### src/hw/rtl/flan_pkg.sv
// ----------------------------------------------------------------------------
// flan_pkg: shared definitions of the stereo flanger
// default sizes, register map, sweep constants and queue port structs
// ----------------------------------------------------------------------------
package flan_pkg;

  // default sizes, handed down from the top level
  localparam int DELAY_LEN_DEF   = 350;
  localparam int SAMPLE_BITS_DEF = 24;

  // sweep arithmetic, q.16 position and q0.16 step
  localparam int FRAC_W = 16;
  localparam int STEP_W = 16;
  localparam logic [STEP_W-1:0] STEP_RESET = 16'd131;

  // queue depths between the parts
  localparam int MID_DEPTH = 2;
  localparam int OUT_DEPTH = 4;

  // configuration port
  localparam int CFG_DATA_W = 32;
  localparam int CFG_ADDR_W = 3;
  localparam logic [0:0] REG_SWEEP_STEP = 1'b0;

  // queue control and status
  typedef struct packed {
    logic push;
    logic pop;
  } flan_qctl_t;

  typedef struct packed {
    logic full;
    logic empty;
  } flan_qsts_t;

endpackage

### src/hw/rtl/flan_fifo.sv
// ----------------------------------------------------------------------------
// flan_fifo: small register queue
// first-word fall-through queue, head shown while not empty
// ----------------------------------------------------------------------------
module flan_fifo #(
  parameter int WIDTH = 8,
  parameter int DEPTH = 2
) (
  input  logic                   clk,
  input  logic                   rst,
  input  flan_pkg::flan_qctl_t   ctl,
  input  logic [WIDTH-1:0]       wdata,
  output flan_pkg::flan_qsts_t   sts,
  output logic [WIDTH-1:0]       rdata
);
  import flan_pkg::*;

  localparam int PTR_W = (DEPTH > 1) ? $clog2(DEPTH) : 1;
  localparam int CNT_W = $clog2(DEPTH + 1);
  localparam logic [PTR_W-1:0] PTR_LAST = PTR_W'(DEPTH - 1);
  localparam logic [CNT_W-1:0] CNT_FULL = CNT_W'(DEPTH);

  logic [WIDTH-1:0] entries [DEPTH];
  logic [PTR_W-1:0] wptr;
  logic [PTR_W-1:0] rptr;
  logic [CNT_W-1:0] count;
  logic             do_push;
  logic             do_pop;

  assign sts.full  = (count == CNT_FULL);
  assign sts.empty = (count == '0);
  assign do_push   = ctl.push && !sts.full;
  assign do_pop    = ctl.pop && !sts.empty;
  assign rdata     = entries[rptr];

  always_ff @(posedge clk) begin
    if (do_push) begin
      entries[wptr] <= wdata;
    end
  end

  always_ff @(posedge clk) begin
    if (rst) begin
      wptr  <= '0;
      rptr  <= '0;
      count <= '0;
    end else begin
      if (do_push) begin
        wptr <= (wptr == PTR_LAST) ? '0 : wptr + PTR_W'(1);
      end
      if (do_pop) begin
        rptr <= (rptr == PTR_LAST) ? '0 : rptr + PTR_W'(1);
      end
      case ({do_push, do_pop})
        2'b10:   count <= count + CNT_W'(1);
        2'b01:   count <= count - CNT_W'(1);
        default: count <= count;
      endcase
    end
  end

endmodule

### config.mk
export PLATFORM = sky130hd
export DESIGN_NAME = flan_fifo
export DESIGN_NICKNAME = d
export VERILOG_FILES = /design/src/hw/rtl/flan_pkg.sv /design/src/hw/rtl/flan_fifo.sv
export SDC_FILE = /design/constraint.sdc
export NUM_CORES = 1
export LEC_CHECK = 0
export BUFFER_PORTS_ARGS = -buffer_cell sky130_fd_sc_hd__buf_2
export CAP_MARGIN = 40
export CORE_MARGIN = 8
export CORE_UTILIZATION = 52
export CTS_CLUSTER_SIZE = 8
export DETAILED_ROUTE_END_ITERATION = 6
export GPL_ROUTABILITY_DRIVEN = 0
export PLACE_DENSITY = 0.77
export SLEW_MARGIN = 10
export SYNTH_ARGS = -nofsm -noshare
export SYNTH_HDL_FRONTEND = slang
export SYNTH_SLANG_ARGS = --single-unit
export TNS_END_PERCENT = 10
### constraint.sdc
create_clock -name clk -period 2.1 [get_ports clk]
set_input_delay 0.105 -clock clk [delete_from_list [all_inputs] [get_ports clk]]
set_output_delay 0.105 -clock clk [all_outputs]
set_load 0.02 [all_outputs]
==> metrics.csv, run 1 <==
metric,value,unit
Buf/Inv on CP,2,
TritonCTS clock tree,yes,
Yosys top cell by area,edfxtp_1,
ANT cells,0,
max-slew violations,0,
Logic pwr share,0.353,
Period minus WS final,1.578,ns
RSZ-0062 raised after global routing,false,
CTS Buf Count,3,
routed wire length,1373,µm
Crit path depth,4,
top-count cell post-synth,edfxtp_1,
CP top delay family,simple AND/OR/NAND/NOR gates,
top cell type's share of synthesized area,0.6019,
Overflow after GRT,0,
Fillers,110,
MaxCap Viol Count,0,
Initial Util,0.5425,
Layout area overhead,27.43,%
XOR/XNOR Fraction of Synth Area,0.03292,
placed cell areas,919.6,µm²
Die ar.,0.003045,mm²
clock sinks,21,
Ports,22,
Crit-path slowest cell,dfxtp_1,
"Non-Filler Cell Area, Final",0.001017,mm²
vias in the first global route,499,
Remaining DRCs,0,
adder-cell area share of the yosys netlist,0.01567,
mux cell area share after synthesis,0.1129,
# Post-CTS Setup Buffers,0,
chip width,55.18,µm
Max clock buf depth,2,
clock root cell,clkbuf_4,
synth top area cells,"edfxtp_1, dfxtp_1, mux2_2",
setup TNS,0,ns
worst-case reg-to-reg path depth,4,
fmax,0.6338,GHz
Final Non-Filler Cells,98,
"Net Count, Synth",64,
part of the power in registers,0.495,
Die Ht,55.18,µm
Leak,0.4146,nW
Yosys Warn Count,0,
first-pass GRT wire length,2242,µm
sequential area share after synthesis,0.7273,
Final period util,0.7513,
power density over the cells,1180,mW/mm²
Worst-path clk slew,0.11,ns
largest family of logic cells by synthesized area,multiplexers,
sw frac,0.3363,
HPWL after DPL,981.5,µm
# setup viols final,0,
slew of the pin with the lowest slew margin,0.4048,ns
VDD IR max,0.7785,mV
"Cell Area, Synth",798.3,µm²
GRT Total Usage,0.1040,
switching pwr,403.8,µW
run status,"finished, final reports clean",
cts repair resizes,0,
ratio of cells with drive above 1 in the final layout,0.4268,
Clock Power Share,0.152,
Crit path largest cell delay,0.43,ns
H-tree Lvls,1,
Worst Hold Class,input port to flip-flop,
cell count after synthesis,51,
Via density,5.020,
Worst Path Required,2.07,ns
crit path kind,flip-flop to flip-flop,
synth unique cells,17,
IO buf count,21,
remaining antenna violation count,0,
Post-Syn Area per Cell,15.65,µm²
internal power,797.0,µW
Critical Path Fanout Max,8,
WHS Path Cells,1,
final hold vios,0,
CTS Hold Bufs,6,
most frequent cells after synthesis,"edfxtp_1, mux2_2, dfxtp_1, nor2_1",
core area,0.001471,mm²
Nets,96,
num rows,14,
clock latency on the worst-skew pair,0.30,ns
Setup crit start kind,flip-flop,
"flops & latches, synth",21,
drt pass-1 iters,5,
slew margin rel.,0.7301,
"Top FF cell, synth",edfxtp_1,
Post-synth EDFFs,16,
crit end category,flip-flop,
via count,492,
initial drt markers,9,
Async SR Flop Fraction,0,
Worst EP arrival,1.55,ns
initial antenna violation count,0,
placed insts,87,
wire per inst,14.01,µm
Post-Synth Simple-Gate Area,0.05799,
Worst Skew,0.01358,ns
crit path cell chain,nand2b_2 -> inv_2 -> or3_1 -> inv_1,
maximum number of pins on one net before global-route repair,13,
Synth Area in Compound Gates,0.03448,
cell type report:
cell class	instances	area (µm²)	area share
Multi-Input combinational cell	26	202.7	0.1993
Clock inverter	1	5.005	0.004920
Inverter	3	11.26	0.01107
Sequential cell	21	580.6	0.5707
Timing Repair Buffer	28	175.2	0.1722
Tap cell	16	20.02	0.01968
Clock buffer	3	22.52	0.02214
state kept, by name, summed over array words and instances (netlist names), named ones only:
signal and count:
entries 16, rptr 1, wptr 1, count 2
per-layer routing:
| layer | up-vias | wire length [µm] | GRT usage |
|---|---|---|---|
| met5 | - | 0 | 0 |
| met4 | 0 | 10 | 0.03600 |
| met3 | 2 | 109 | 0.04278 |
| met2 | 17 | 695 | 0.1642 |
| met1 | 225 | 557 | 0.1254 |
| li1 | 248 | - | - |
power by group through the flow:
stage | clock network, mW | registers, mW | logic, mW
after floorplan | 0 | 0.574 | 0.326
after global placement | 0 | 0.602 | 0.411
after detailed placement | 0 | 0.605 | 0.420
after CTS | 0.188 | 0.597 | 0.430
after global routing | 0.206 | 0.607 | 0.463
final | 0.183 | 0.594 | 0.424
cell families (layout without fill, tap and decap cells):
kind of cell	count (synthesis)	in the layout
DFF	21	21
and+or+nand+nor	9	9
muxes	8	8
AOI/OAI and AO/OA	5	5
buffers and inverters	4	35
xor gates and xnor gates	3	3
adders and majority gates	1	1
through the flow:
| step | power (mW) | hold WS [ns] | setup WS (ns) | util |
|---|---|---|---|---|
| 2_1_floorplan | 0.9006 | 0.1741 | 0.6564 | - |
| 3_3_place_gp | 1.013 | 0.2961 | 0.6116 | 0.6250 |
| 3_5_place_dp | 1.025 | 0.2969 | 0.5461 | 0.6250 |
| 4_1_cts | 1.214 | 0.003406 | 0.5236 | 0.6845 |
| 5_1_grt | 1.277 | 0.0003306 | 0.4191 | 0.6913 |
| 6_report | 1.201 | 0.01150 | 0.5223 | 0.6913 |
path summary, 6_finish.rpt:
check / endpoint / startpoint / slack [ns]
max: entries[0][1]$_DFFE_PP_ / count[0]$_SDFFE_PP0P_ / 0.52
min: entries[1][1]$_DFFE_PP_ / wdata[1] / 0.01
min reg2reg: wptr$_SDFFE_PP0N_ / wptr$_SDFFE_PP0N_ / 0.52
max reg2reg: entries[0][1]$_DFFE_PP_ / count[0]$_SDFFE_PP0P_ / 0.52
layout by cell type (no fill, tap or decap), drive strengths merged:
cell / n
buf: 21
edfxtp: 16
mux2: 8
dlygate4sd3: 7
dfxtp: 5
nor2: 4
clkbuf: 3
inv: 3
or3: 2
o21ai: 2
a21oi: 2
xnor2: 2
o21a: 1
nand2b: 1
nand2: 1
and3: 1
xor2: 1
ha: 1
clkinv: 1
Note: power is estimated with default switching activity, not from simulation.
==> run 2: changes to the inputs <==
CORE_UTILIZATION = 48   (was 52)
PLACE_DENSITY = 0.72   (was 0.77)
clock period = 1.5 ns   (was 2.1 ns; I/O delays follow)
==> metrics.csv, run 2 (synthesized netlist as in run 1, its figures left out) <==
metric,value,unit
run status,"finished, final reports clean",
Top reg by flops,entries,
ratio of cells with drive above 1 in the final layout,0.4706,
"commonest non-fill, non-tap cells in the layout","buf_2, edfxtp_1, dlygate4sd3_1",
Worst Skew,0.004214,ns
met2 usage,0.1426,
drt pass-1 iters,3,
Buf/Inv on CP,0,
ANT cells,0,
Crit-path slowest cell,dfxtp_2,
remaining antenna violation count,0,
Max clock buf depth,2,
Layout area overhead,32.76,%
VDD IR max,1.146,mV
Worst EP arrival,1.65,ns
Overflow after GRT,0,
slew of the pin with the lowest slew margin,0.3904,ns
Setup crit start kind,flip-flop,
core area,0.001541,mm²
crit end category,flip-flop,
via count,501,
Ports,22,
Leak,0.4244,nW
grt met3 use,0.04270,
final hold vios,0,
# setup viols final,0,
max-slew violations,0,
fmax,0.7028,GHz
Die Ht,56.78,µm
first-pass GRT wire length,2346,µm
Worst Hold Class,input port to flip-flop,
H-tree Lvls,1,
Final period util,0.9486,
TritonCTS clock tree,yes,
CP top delay family,compound AO/OA/AOI/OAI gates,
GRT Total Usage,0.08950,
Nets,99,
GR Util met1,0.1023,
Crit path largest cell delay,0.36,ns
Worst Path Required,1.72,ns
setup TNS,0,ns
power density over the cells,1647,mW/mm²
Critical Path Fanout Max,5,
wire per inst,13.50,µm
Via density,4.960,
Fillers,124,
num rows,14,
initial drt markers,6,
"most common cell after layout, fill and taps aside",buf_2,
initial antenna violation count,0,
Largest register FFs,16,
MaxCap Viol Count,0,
Worst-path clk slew,0.11,ns
Die ar.,0.003224,mm²
clock sinks,21,
IO buf count,21,
slew margin rel.,0.7397,
Remaining DRCs,0,
crit path cell chain,o21a_1 -> ha_4 -> or3_1 -> a21oi_1,
clock latency on the worst-skew pair,0.28,ns
gr busiest metal,met2,
crit path kind,flip-flop to flip-flop,
top flop regs,"entries: 16 flops, count: 2 flops",
routed wire length,1363,µm
total power,1.746,mW
RSZ-0062 raised after global routing,false,
maximum number of pins on one net before global-route repair,12,
clock root cell,clkbuf_4,
CTS Buf Count,3,
# Post-CTS Setup Buffers,0,
Initial Util,0.5179,
chip width,56.78,µm
Period minus WS final,1.423,ns
vias in the first global route,535,
-- run 2: per-layer routing --
| metal | up-vias | part of all wire |
|---|---|---|
| met2 | 12 | 0.48 |
| met5 | - | 0 |
| li1 | 255 | - |
| met4 | 0 | 0.0059 |
| met3 | 2 | 0.065 |
| met1 | 232 | 0.45 |
-- run 2: path summary, 6_finish.rpt --
check / startpoint / to / slack (ns) / cells past startpoint
max: count[1]$_SDFFE_PP0P_ / count[1]$_SDFFE_PP0P_ / 0.08 / 4
min: ctl[1] / wptr$_SDFFE_PP0N_ / 0.19 / 4
max reg2reg: count[1]$_SDFFE_PP0P_ / count[1]$_SDFFE_PP0P_ / 0.08 / 4
min reg2reg: wptr$_SDFFE_PP0N_ / wptr$_SDFFE_PP0N_ / 0.51 / 2
-- run 2: timing repair --
action / CTS / global route
endpoints found under the setup margin: 9 / 9
gates resized for setup: 2 / 3
hold buffers: 9 / 0
endpoints found under the hold margin: 21 / 0
pin swaps: 0 / 0
-- run 2: power by group --
group / leakage [nW] / total [mW] / internal [mW] / switching, mW
sequential: 0.192 / 0.838 / 0.757 / 0.0814
clock: 0.0150 / 0.251 / 0.103 / 0.148
combinational: 0.217 / 0.657 / 0.308 / 0.349
-- run 2: worst reg2reg max path, cell delays in order, from the launching register on --
cell     delay, ns
dfxtp_2       0.36
o21a_1        0.25
ha_4          0.27
or3_1         0.35
a21oi_1       0.14
-- run 2: per-stage QoR --
step	instance area, µm²	setup WS [ns]	hold WS, ns	util	cells
after floorplan	798.3	0.05635	0.1441	-	51
after global placement	927.1	0.06382	0.2655	0.6015	88
after detailed placement	927.1	0.01045	0.2665	0.6015	88
after CTS	1045	0.005215	0.1783	0.6778	101
after global routing	1060	0.02137	0.2146	0.6875	101
final	1060	0.07707	0.1904	0.6875	101
-- run 2: layout make-up --
type,count,area [µm²],share of cell area
sequential,21,584.3,0.5514
tap,16,20.02,0.01889
clock buffer,4,26.28,0.02479
inverter,3,11.26,0.01063
timing repair buffer,31,202.7,0.1913
multi-input combinational,26,215.2,0.2031
