===== src/hw/rtl/flan_pkg.sv =====
// ----------------------------------------------------------------------------
// flan_pkg: shared definitions of the stereo flanger
// default sizes, register map, sweep constants and queue port structs
// ----------------------------------------------------------------------------
package flan_pkg;

  // default sizes, handed down from the top level
  localparam int DELAY_LEN_DEF   = 350;
  localparam int SAMPLE_BITS_DEF = 24;

  // sweep arithmetic, q.16 position and q0.16 step
  localparam int FRAC_W = 16;
  localparam int STEP_W = 16;
  localparam logic [STEP_W-1:0] STEP_RESET = 16'd131;

  // queue depths between the parts
  localparam int MID_DEPTH = 2;
  localparam int OUT_DEPTH = 4;

  // configuration port
  localparam int CFG_DATA_W = 32;
  localparam int CFG_ADDR_W = 3;
  localparam logic [0:0] REG_SWEEP_STEP = 1'b0;

  // queue control and status
  typedef struct packed {
    logic push;
    logic pop;
  } flan_qctl_t;

  typedef struct packed {
    logic full;
    logic empty;
  } flan_qsts_t;

endpackage


===== src/hw/rtl/flan_front.sv =====
// ----------------------------------------------------------------------------
// flan_front: sweep and tap address generation
// works out tap addresses, fraction and entry validity per pair, advances
// the write index and the triangle sweep
// ----------------------------------------------------------------------------
module flan_front #(
  parameter int DELAY_LEN = flan_pkg::DELAY_LEN_DEF
) (
  input  logic                             clk,
  input  logic                             rst,
  input  logic                             accept,
  input  logic [flan_pkg::STEP_W-1:0]      step,
  output logic [$clog2(DELAY_LEN)-1:0]     p1,
  output logic [$clog2(DELAY_LEN)-1:0]     p2,
  output logic [flan_pkg::FRAC_W-1:0]      frac,
  output logic [$clog2(DELAY_LEN)-1:0]     wi,
  output logic                             v1,
  output logic                             v2
);
  import flan_pkg::*;

  localparam int WI_W  = $clog2(DELAY_LEN);
  localparam int IP_W  = $clog2(DELAY_LEN + 1);
  localparam int POS_W = IP_W + FRAC_W + 1;
  localparam logic [WI_W-1:0]   LAST_IDX = WI_W'(DELAY_LEN - 1);
  localparam logic [IP_W:0]     LEN_SUM  = (IP_W + 1)'(DELAY_LEN);
  localparam logic signed [POS_W-1:0] POS_LIMIT =
    POS_W'(longint'(DELAY_LEN) << FRAC_W);
  localparam logic signed [POS_W-1:0] POS_RESET =
    POS_W'(longint'(DELAY_LEN / 2) << FRAC_W);

  logic signed [POS_W-1:0] pos;
  logic                    falling;
  logic                    filled;

  logic                    neg;
  logic [IP_W-1:0]         ipart;
  logic [IP_W:0]           sum;
  logic [IP_W:0]           sum_wrap;
  logic signed [POS_W-1:0] step_ext;
  logic signed [POS_W-1:0] pos_next;
  logic                    turn;

  always_comb begin
    neg      = pos[POS_W-1];
    // a negative sweep taps at the write index with no fraction
    ipart    = neg ? '0 : pos[POS_W-2 -: IP_W];
    frac     = neg ? '0 : pos[FRAC_W-1:0];
    sum      = (IP_W + 1)'(wi) + (IP_W + 1)'(ipart);
    sum_wrap = (sum >= LEN_SUM) ? sum - LEN_SUM : sum;
    p1       = sum_wrap[WI_W-1:0];
    p2       = (p1 == LAST_IDX) ? '0 : p1 + WI_W'(1);
    // entries not yet written since reset read as zero
    v1       = filled || (p1 < wi);
    v2       = filled || (p2 < wi);
    step_ext = $signed({{(POS_W - STEP_W){1'b0}}, step});
    pos_next = falling ? pos - step_ext : pos + step_ext;
    turn     = pos_next[POS_W-1] || (pos_next > POS_LIMIT);
  end

  always_ff @(posedge clk) begin
    if (rst) begin
      wi      <= '0;
      filled  <= 1'b0;
      pos     <= POS_RESET;
      falling <= 1'b0;
    end else if (accept) begin
      wi      <= (wi == LAST_IDX) ? '0 : wi + WI_W'(1);
      filled  <= filled || (wi == LAST_IDX);
      pos     <= pos_next;
      falling <= falling ^ turn;
    end
  end

endmodule


===== config.mk =====
export PLATFORM = sky130hd
export DESIGN_NAME = flan_front
export DESIGN_NICKNAME = d
export VERILOG_FILES = /design/src/hw/rtl/flan_pkg.sv /design/src/hw/rtl/flan_front.sv
export SDC_FILE = /design/constraint.sdc
export NUM_CORES = 1
export LEC_CHECK = 0
export ABC_CLOCK_PERIOD_IN_PS = 5400
export BUFFER_PORTS_ARGS = -buffer_cell sky130_fd_sc_hd__buf_2
export CAP_MARGIN = 5
export CELL_PAD_IN_SITES_DETAIL_PLACEMENT = 2
export CELL_PAD_IN_SITES_GLOBAL_PLACEMENT = 2
export CORE_AREA = 2 2 133 135
export DETAILED_ROUTE_END_ITERATION = 16
export DIE_AREA = 0 0 135 137
export GPL_TIMING_DRIVEN = 0
export PLACE_DENSITY = 0.74
export SYNTH_ARGS = -nofsm -noshare
export SYNTH_HDL_FRONTEND = slang
export SYNTH_SLANG_ARGS = --single-unit

===== constraint.sdc =====
create_clock -name clk -period 5.4 [get_ports clk]
set_input_delay 0.27 -clock clk [delete_from_list [all_inputs] [get_ports clk]]
set_output_delay 0.27 -clock clk [all_outputs]
set_load 0.1 [all_outputs]

==> results of run 1 <==
critical path, delay by kind of cell (launching register included):
kind | cells | cell delay, ns
buffers and inverters | 4 | 0.65
adders and majority gates | 3 | 0.83
AOI/OAI and AO/OA | 13 | 2.76
DFF | 1 | 0.39
and+or+nand+nor | 7 | 0.96
stage by stage:
stage	hold WS [ns]	setup WS (ns)	instance area, um2
finish	0.409	-0.761	6300
global placement	0.467	-1.04	5750
global route	0.419	-1.05	6300
floorplan	0.456	-1.35	5150
detailed placement	0.484	-1.22	5750
CTS	0.389	-0.643	6200
registers in the layout, indices dropped and copies added (netlist names):
signal   cells
pos         26
wi           9
falling      1
filled       1
synth_stat cells, drive strengths merged, types with 7 or more instances:
library cell / n
nor2b: 37
a211oi: 14
nor3: 19
o21ai: 25
xnor2: 48
ha: 55
a21oi: 43
mux2i: 15
o211ai: 8
a21o: 21
nand2b: 10
inv: 31
clkbuf: 19
o21a: 17
nor2: 70
nand3: 8
nand4: 9
xor2: 8
nor4: 8
dfxtp: 37
nand2: 31
and3: 7
metal layers:
metal	track usage (%)	wire length (um)	vias up
met4	3.30	447	0
met3	1.22	314	29
met2	40.2	10600	75
met1	24.5	8330	2625
met5	0	0	-
li1	-	-	2486
how the worst max path moves through the flow:
stage / startpoint / end / slack (ns) / cells after the start
floorplan: pos[25]$_SDFFE_PP0P_ / v2 / -1.35 / 26
global placement: pos[25]$_SDFFE_PP0P_ / v2 / -1.04 / 27
detailed placement: pos[25]$_SDFFE_PP0P_ / v2 / -1.22 / 27
CTS: pos[25]$_SDFFE_PP0P_ / v2 / -0.64 / 29
global route: pos[25]$_SDFFE_PP0P_ / v2 / -1.05 / 25
finish: pos[25]$_SDFFE_PP0P_ / v2 / -0.76 / 27
repair_timing:
action	in CTS	in global routing
endpoints found under the hold margin	0	0
setup buffers	16	6
gates cloned	1	0
pin swaps	23	25
setup endpoints to repair	4	4
resized for setup	30	20
layout make-up:
type	count	area, um2	area share (%)
tap	225	282	4.47
multi-input combinational	543	4340	68.8
timing repair buffer	82	514	8.16
inverter	31	116	1.85
buffer	21	131	2.08
sequential	37	751	11.9
clock buffer	5	125	1.98
clock inverter	3	46.3	0.734
kinds of logic (layout without fill, tap and decap cells):
logic type | Yosys count | count (layout) | share of synthesized area [%]
and+or+nand+nor | 229 | 230 | 25.0
buffers and inverters | 53 | 142 | 4.58
DFF | 37 | 37 | 14.7
xor gates and xnor gates | 56 | 56 | 10.3
AOI/OAI and AO/OA | 182 | 182 | 27.2
muxes | 18 | 18 | 3.73
adders and majority gates | 57 | 57 | 14.5
==> metrics.csv, run 1 <==
metric,value,unit
WS Path Type,flop to output port,
# DRC,0,
port buffer count,63,
Filler cells,1976,
Reg-to-Reg End,falling$_SDFFE_PP0P_,
"EDFF count, synth",0,
worst reg2reg startpoint,falling$_SDFFE_PP0P_,
crit path max fanout,5,
CP Capture Type,output port,
Synth area leaders,"dfxtp_1, ha_1, xnor2_1, nor2_1, nor2b_1",
Final Hold Vio Count,0,
required time of the worst setup path,5.13,ns
failing checks,setup timing,
CTS root buffer,clkbuf_16,
"CTS clk-pin slew, worst paths",0.06,ns
Detail Route Antenna Nets,0,
WHS Path Cells,3,
clock skew,0.00390,ns
Die Ht,137,um
hold path endpoint,pos[4]$_SDFFE_PP0P_,
DR iter-0 viols,148,
depth of the CTS H-tree,2,
Worst-Margin Slew,1.03,ns
largest net degree at the start of global routing,14,
RSZ-0062 raised after global routing,true,
Yosys reg bits,37,
most frequent cells in the layout,"nor2_1, buf_2, ha_1",
ant diodes,0,
Yosys top cell by area,dfxtp_1,
Hold Path Origin,rst,
CTS sink cnt,37,
row cnt,48,
fraction of registers with async set/reset,0,%
DP HPWL,14800,um
synthesized area,5030,um2
layout net count,797,
share of the yosys chip area belonging to registers,14.7,%
max_cap viols,0,
Max Slew Vio Count,0,
CTS Hold Bufs,0,
Critical Path Most Common Cell,o21a_1,
Setup-failing EPs final,2,
slowest cell delay on critical path,0.39,ns
total negative setup slack,-0.926,ns
CTS tree,built,
Worst Hold Class,input port to flop,
grt total ovfl,0,
final core utilization,37.0,%
Syn-to-layout area delta,25.4,%
initial antenna violation count,0,
core area,17100,um2
vias in the first global route,5579,
synth warn,0,
Starting Density,29.5,%
R2R setup slack,0.36,ns
"most common cell after layout, fill and taps aside",nor2_1,
IO Pins,64,
status,finished with violations,
Netlist cell types,87,
All-Layer GR Usage,20.4,%
Die Area,18500,um2
TritonCTS buffer count,5,
cells on worst reg2reg path,15,
global-route wire length before repair,30100,um
Slowest cell on crit path,dfxtp_4,
Post-Syn Instances,632,
number of non-filler instances in the completed layout,947,
placed cells,920,
min cycle time layout,6.16,ns
Slew HR,30.7,%
period utilization,114,%
routed vias,5215,
Final GP Congestion,0.803,
layout cell share with drive strength beyond 1,24.4,%
Avg WL per Cell,20.8,um
PnR worst setup slack,-0.761,ns
vias per inst,5.51,
1st-pass router iterations,4,
ys flop type,dfxtp_1,
clock latency on the worst-skew pair,0.29,ns
WP data arrival,5.89,ns
clock buffer depth,2,
fmax,162,MHz
Worst setup SP type,flop,
Detailed Route WL,19700,um
syn avg cell area,7.95,um2
Die W,135,um
post-synth net total,708,
share of the synthesized area in the top cell type,14.7,%
Power of run 1 is not shown: default switching activity piles up to over one toggle a cycle in this logic, so the estimate is an artifact.
==> inputs of run 2 (changes only) <==
Settings changed: CELL_PAD_IN_SITES_DETAIL_PLACEMENT 2 to 1.
==> metrics.csv, run 2 (synthesis gave the netlist of run 1 again) <==
metric,value,unit,change
RSZ-0062 raised after global routing,true,,
DP HPWL,13700,um,-7.0%
Top reg by flops,pos,,
clock skew,0.00443,ns,+0.000532 ns
vias in the first global route,5248,,-5.9%
Worst-Margin Slew,1.05,ns,+0.0202 ns
period utilization,111,%,-3.0 points
grt total ovfl,0,,unchanged
1st-pass router iterations,4,,unchanged
hold slack,0.382,ns,-0.0269 ns
max_cap viols,0,,unchanged
failing checks,setup timing,,
routed vias,5055,,-3.1%
"most common cell after layout, fill and taps aside",nor2_1,,
status,finished with violations,,
vias per inst,5.33,,-3.2%
CTS root buffer,clkbuf_16,,
Final GP Congestion,0.803,,unchanged
Avg WL per Cell,18.1,um,-13%
largest net degree at the start of global routing,14,,unchanged
Filler cells,2102,,+6.4%
Critical Path Most Common Cell,o21a_1,,
CP Capture Type,output port,,
IO Pins,64,,unchanged
"CTS clk-pin slew, worst paths",0.06,ns,about the same
crit path max fanout,6,,+1
PnR worst setup slack,-0.602,ns,+0.159 ns
All-Layer GR Usage,18.4,%,-2.0 points
CTS tree,built,,
Die Ht,137,um,unchanged
clock latency on the worst-skew pair,0.29,ns,about the same
core area,17100,um2,unchanged
Die W,135,um,unchanged
Syn-to-layout area delta,25.4,%,about the same
layout cell share with drive strength beyond 1,24.9,%,+0.52 points
Worst Hold Class,input port to flop,,
CTS sink cnt,37,,unchanged
global-route wire length before repair,27200,um,-9.6%
fmax,167,MHz,+2.7%
Final Hold Vio Count,0,,unchanged
ant diodes,0,,unchanged
depth of the CTS H-tree,2,,unchanged
Seq. cell area,751,um2,unchanged
WP data arrival,5.73,ns,-0.16 ns
TritonCTS buffer count,5,,unchanged
Worst setup SP type,flop,,
clock buffer depth,2,,unchanged
initial antenna violation count,0,,unchanged
Die Area,18500,um2,unchanged
Multi-input gate area,4340,um2,about the same
Setup-failing EPs final,2,,unchanged
DR iter-0 viols,143,,-3.4%
largest registers,"pos x26, wi x9",,
WS Path Type,flop to output port,,
Starting Density,29.5,%,unchanged
Detailed Route WL,17200,um,-13%
layout net count,798,,+0.13%
min cycle time layout,6.00,ns,-0.159 ns
required time of the worst setup path,5.13,ns,about the same
Max Slew Vio Count,0,,unchanged
row cnt,48,,unchanged
port buffer count,63,,unchanged
slowest cell delay on critical path,0.38,ns,about the same
Largest register FFs,26,,unchanged
Detail Route Antenna Nets,0,,unchanged
Slowest cell on crit path,dfxtp_4,,
most frequent cells in the layout,"nor2_1, buf_2, ha_1",,
# DRC,0,,unchanged
Slew HR,29.3,%,-1.4 points
[run 2: per-stage QoR]
| step | TNS (ns) | cells | area, um2 | util (%) | setup WS (ns) |
|---|---|---|---|---|---|
| 6_report | -0.627 | 948 | 6310 | 37.0 | -0.602 |
| 5_1_grt | -1.20 | 948 | 6310 | 37.0 | -0.925 |
| 3_5_place_dp | -1.34 | 920 | 5750 | 33.7 | -1.10 |
| 3_3_place_gp | -1.22 | 920 | 5750 | 33.7 | -1.04 |
| 4_1_cts | -0.850 | 945 | 6160 | 36.1 | -0.672 |
| 2_1_floorplan | -1.35 | 632 | 5150 | - | -1.35 |
[run 2: path summary, 6_finish.rpt]
path,slack [ns],start,cells past startpoint,end
worst max-delay path,-0.60,pos[25]$_SDFFE_PP0P_,28,v2
worst min-delay path,0.38,step[0],3,pos[0]$_SDFFE_PP0P_
worst max register to register,0.66,falling$_SDFFE_PP0P_,15,falling$_SDFFE_PP0P_
worst min register to register,0.48,pos[0]$_SDFFE_PP0P_,2,pos[0]$_SDFFE_PP0P_
[run 2: worst max-delay path: cells and delay by family, from the launching register on]
family                     cells  cell delay [ns]
and+or+nand+nor                6             0.61
buffers and inverters          4             0.70
AOI/OAI and AO/OA             15             3.04
adders and majority gates      3             0.72
DFF                            1             0.38
[run 2: area by class of cell]
| cell class | count | share of cell area (%) |
|---|---|---|
| plain buffers | 21 | 2.14 |
| well taps | 225 | 4.46 |
| repair buffers | 84 | 8.10 |
| clock inverters | 3 | 0.734 |
| multi-input cells | 542 | 68.8 |
| flip-flops and latches | 37 | 11.9 |
| inverters | 31 | 1.85 |
| clock buffers | 5 | 1.98 |
[run 2: timing repair]
action	in CTS	in global routing
resized for setup	27	23
hold buffers	0	0
endpoints found under the setup margin	3	4
setup buffers	17	5
cloned	0	0
pin swaps	19	24
[run 2: routing by layer]
metal	vias up	GRT usage (%)	share of wire, %
li1	2498	-	-
met4	0	5.03	1.6
met5	-	0	0
met1	2477	22.5	45
met2	64	34.8	52
met3	16	0.852	1.8
Power of run 2 is left out for the same reason.
==> inputs of run 3 (changes only) <==
Settings changed: CTS_BUF_LIST from default to sky130_fd_sc_hd__clkbuf_2 sky130_fd_sc_hd__clkbuf_4 sky130_fd_sc_hd__clkbuf_8, RECOVER_POWER from default to 50.
==> metrics.csv, run 3 (synthesis gave the netlist of run 1 again) <==
metric,value,unit,change
layout net count,799,,+0.13%
cells on worst reg2reg path,13,,-2
ant diodes,0,,unchanged
Largest register FFs,26,,unchanged
number of non-filler instances in the completed layout,949,,+0.11%
Starting Density,29.5,%,unchanged
hold slack,0.363,ns,-0.0188 ns
depth of the CTS H-tree,2,,unchanged
CTS sink cnt,37,,unchanged
Multi-input gate area,4320,um2,-0.40%
CTS tree,built,,
placed inst area,5750,um2,unchanged
vias per inst,5.31,,-0.44%
Die Area,18500,um2,unchanged
Slew HR,20.9,%,-8.4 points
period utilization,112,%,+0.70 points
port buffer count,63,,unchanged
Worst Hold Class,input port to flop,,
clock buffer depth,2,,unchanged
WHS Path Cells,3,,unchanged
required time of the worst setup path,5.13,ns,about the same
Die W,135,um,unchanged
initial antenna violation count,0,,unchanged
Syn-to-layout area delta,23.9,%,
final core utilization,36.5,%,-0.45 points
CTS Hold Bufs,0,,unchanged
failing checks,setup timing,,
Detailed Route WL,17100,um,-0.36%
clock latency on the worst-skew pair,0.30,ns,about the same
CP Capture Type,output port,,
1st-pass router iterations,4,,unchanged
TritonCTS buffer count,5,,unchanged
# DRC,0,,unchanged
Max Slew Vio Count,0,,unchanged
All-Layer GR Usage,18.4,%,about the same
"most common cell after layout, fill and taps aside",nor2_1,,
Filler cells,2118,,+0.76%
fmax,166,MHz,-0.62%
layout cell share with drive strength beyond 1,23.5,%,-1.4 points
WS Path Type,flop to output port,,
Final Hold Vio Count,0,,unchanged
core area,17100,um2,unchanged
Final GP Congestion,0.803,,unchanged
Final Cell Area,6230,um2,-1.2%
status,finished with violations,,
placed cells,920,,unchanged
Top reg by flops,pos,,
Worst setup SP type,flop,,
Seq. cell area,751,um2,unchanged
routed vias,5038,,-0.34%
crit path max fanout,10,,+4
Worst-Margin Slew,1.19,ns,+0.140 ns
Die Ht,137,um,unchanged
PnR worst setup slack,-0.639,ns,-0.0376 ns
RSZ-0062 raised after global routing,true,,
WP data arrival,5.77,ns,+0.04 ns
global-route wire length before repair,27300,um,+0.25%
most frequent cells in the layout,"nor2_1, buf_2, ha_1",,
DP HPWL,13700,um,unchanged
DR iter-0 viols,135,,-5.6%
grt total ovfl,0,,unchanged
clock skew,0.00781,ns,+0.00339 ns
Detail Route Antenna Nets,0,,unchanged
CTS root buffer,clkbuf_8,,
IO Pins,64,,unchanged
Avg WL per Cell,18.0,um,-0.47%
largest registers,"pos x26, wi x9",,
max_cap viols,0,,unchanged
min cycle time layout,6.04,ns,+0.0376 ns
Setup-failing EPs final,2,,unchanged
largest net degree at the start of global routing,14,,unchanged
vias in the first global route,5244,,-0.076%
row cnt,48,,unchanged
"CTS clk-pin slew, worst paths",0.09,ns,+0.03 ns
[run 3: cell types whose count changed in the layout (fill, tap and decap cells not counted), sizes merged]
cell    previous run  this run
buf               86        82
clkbuf            24        29
[run 3: path summary, 6_finish.rpt]
path | start | slack (ns) | to
setup / recovery | pos[25]$_SDFFE_PP0P_ | -0.64 | v2
setup reg to reg | falling$_SDFFE_PP0P_ | 0.66 | falling$_SDFFE_PP0P_
hold / removal | rst | 0.36 | pos[20]$_SDFFE_PP0P_
hold reg to reg | pos[0]$_SDFFE_PP0P_ | 0.48 | pos[0]$_SDFFE_PP0P_
[run 3: layout make-up]
type / count / share of cell area, %
plain buffers: 21 / 1.99
clock buffers: 5 / 1.10
clock inverters: 3 / 0.743
inverters: 31 / 1.87
multi-input cells: 542 / 69.4
flip-flops and latches: 37 / 12.1
well taps: 225 / 4.52
repair buffers: 85 / 8.32
[run 3: layer usage]
layer,wire length [um],track usage (%)
met4,259,4.22
met5,0,0
met1,7600,22.5
met3,286,0.815
met2,8940,35.3
[run 3: what timing repair did]
| action | 4_1_cts | 5_1_grt |
|---|---|---|
| endpoints found under the setup margin | 3 | 4 |
| pin swaps | 23 | 27 |
| resized for setup | 30 | 19 |
| setup buffers | 18 | 6 |
[run 3: critical path, cell delays in order, from the launching register on]
cell      delay [ns]
dfxtp_4         0.39
buf_4           0.15
clkbuf_4        0.24
nor2b_1         0.10
ha_1            0.41
o21a_1          0.26
o211ai_1        0.11
o21ai_1         0.68
nor3_1          0.17
o21ai_0         0.34
o31ai_4         0.20
o211ai_4        0.14
nor4b_4         0.07
buf_4           0.18
nor2b_4         0.13
ha_4            0.20
a21boi_2        0.14
o21a_1          0.19
o21a_1          0.20
o21a_1          0.20
o21a_1          0.19
o21ai_1         0.12
nand2b_1        0.08
a21oi_2         0.14
nor2b_2         0.07
o21bai_4        0.16
buf_12          0.19
[run 3: stage by stage]
stage	TNS, ns	setup WS [ns]
after floorplan	-1.35	-1.35
after global placement	-1.22	-1.04
after detailed placement	-1.34	-1.10
after CTS	-0.986	-0.675
after global routing	-1.27	-0.966
final	-0.714	-0.639
Power of run 3 is left out for the same reason.
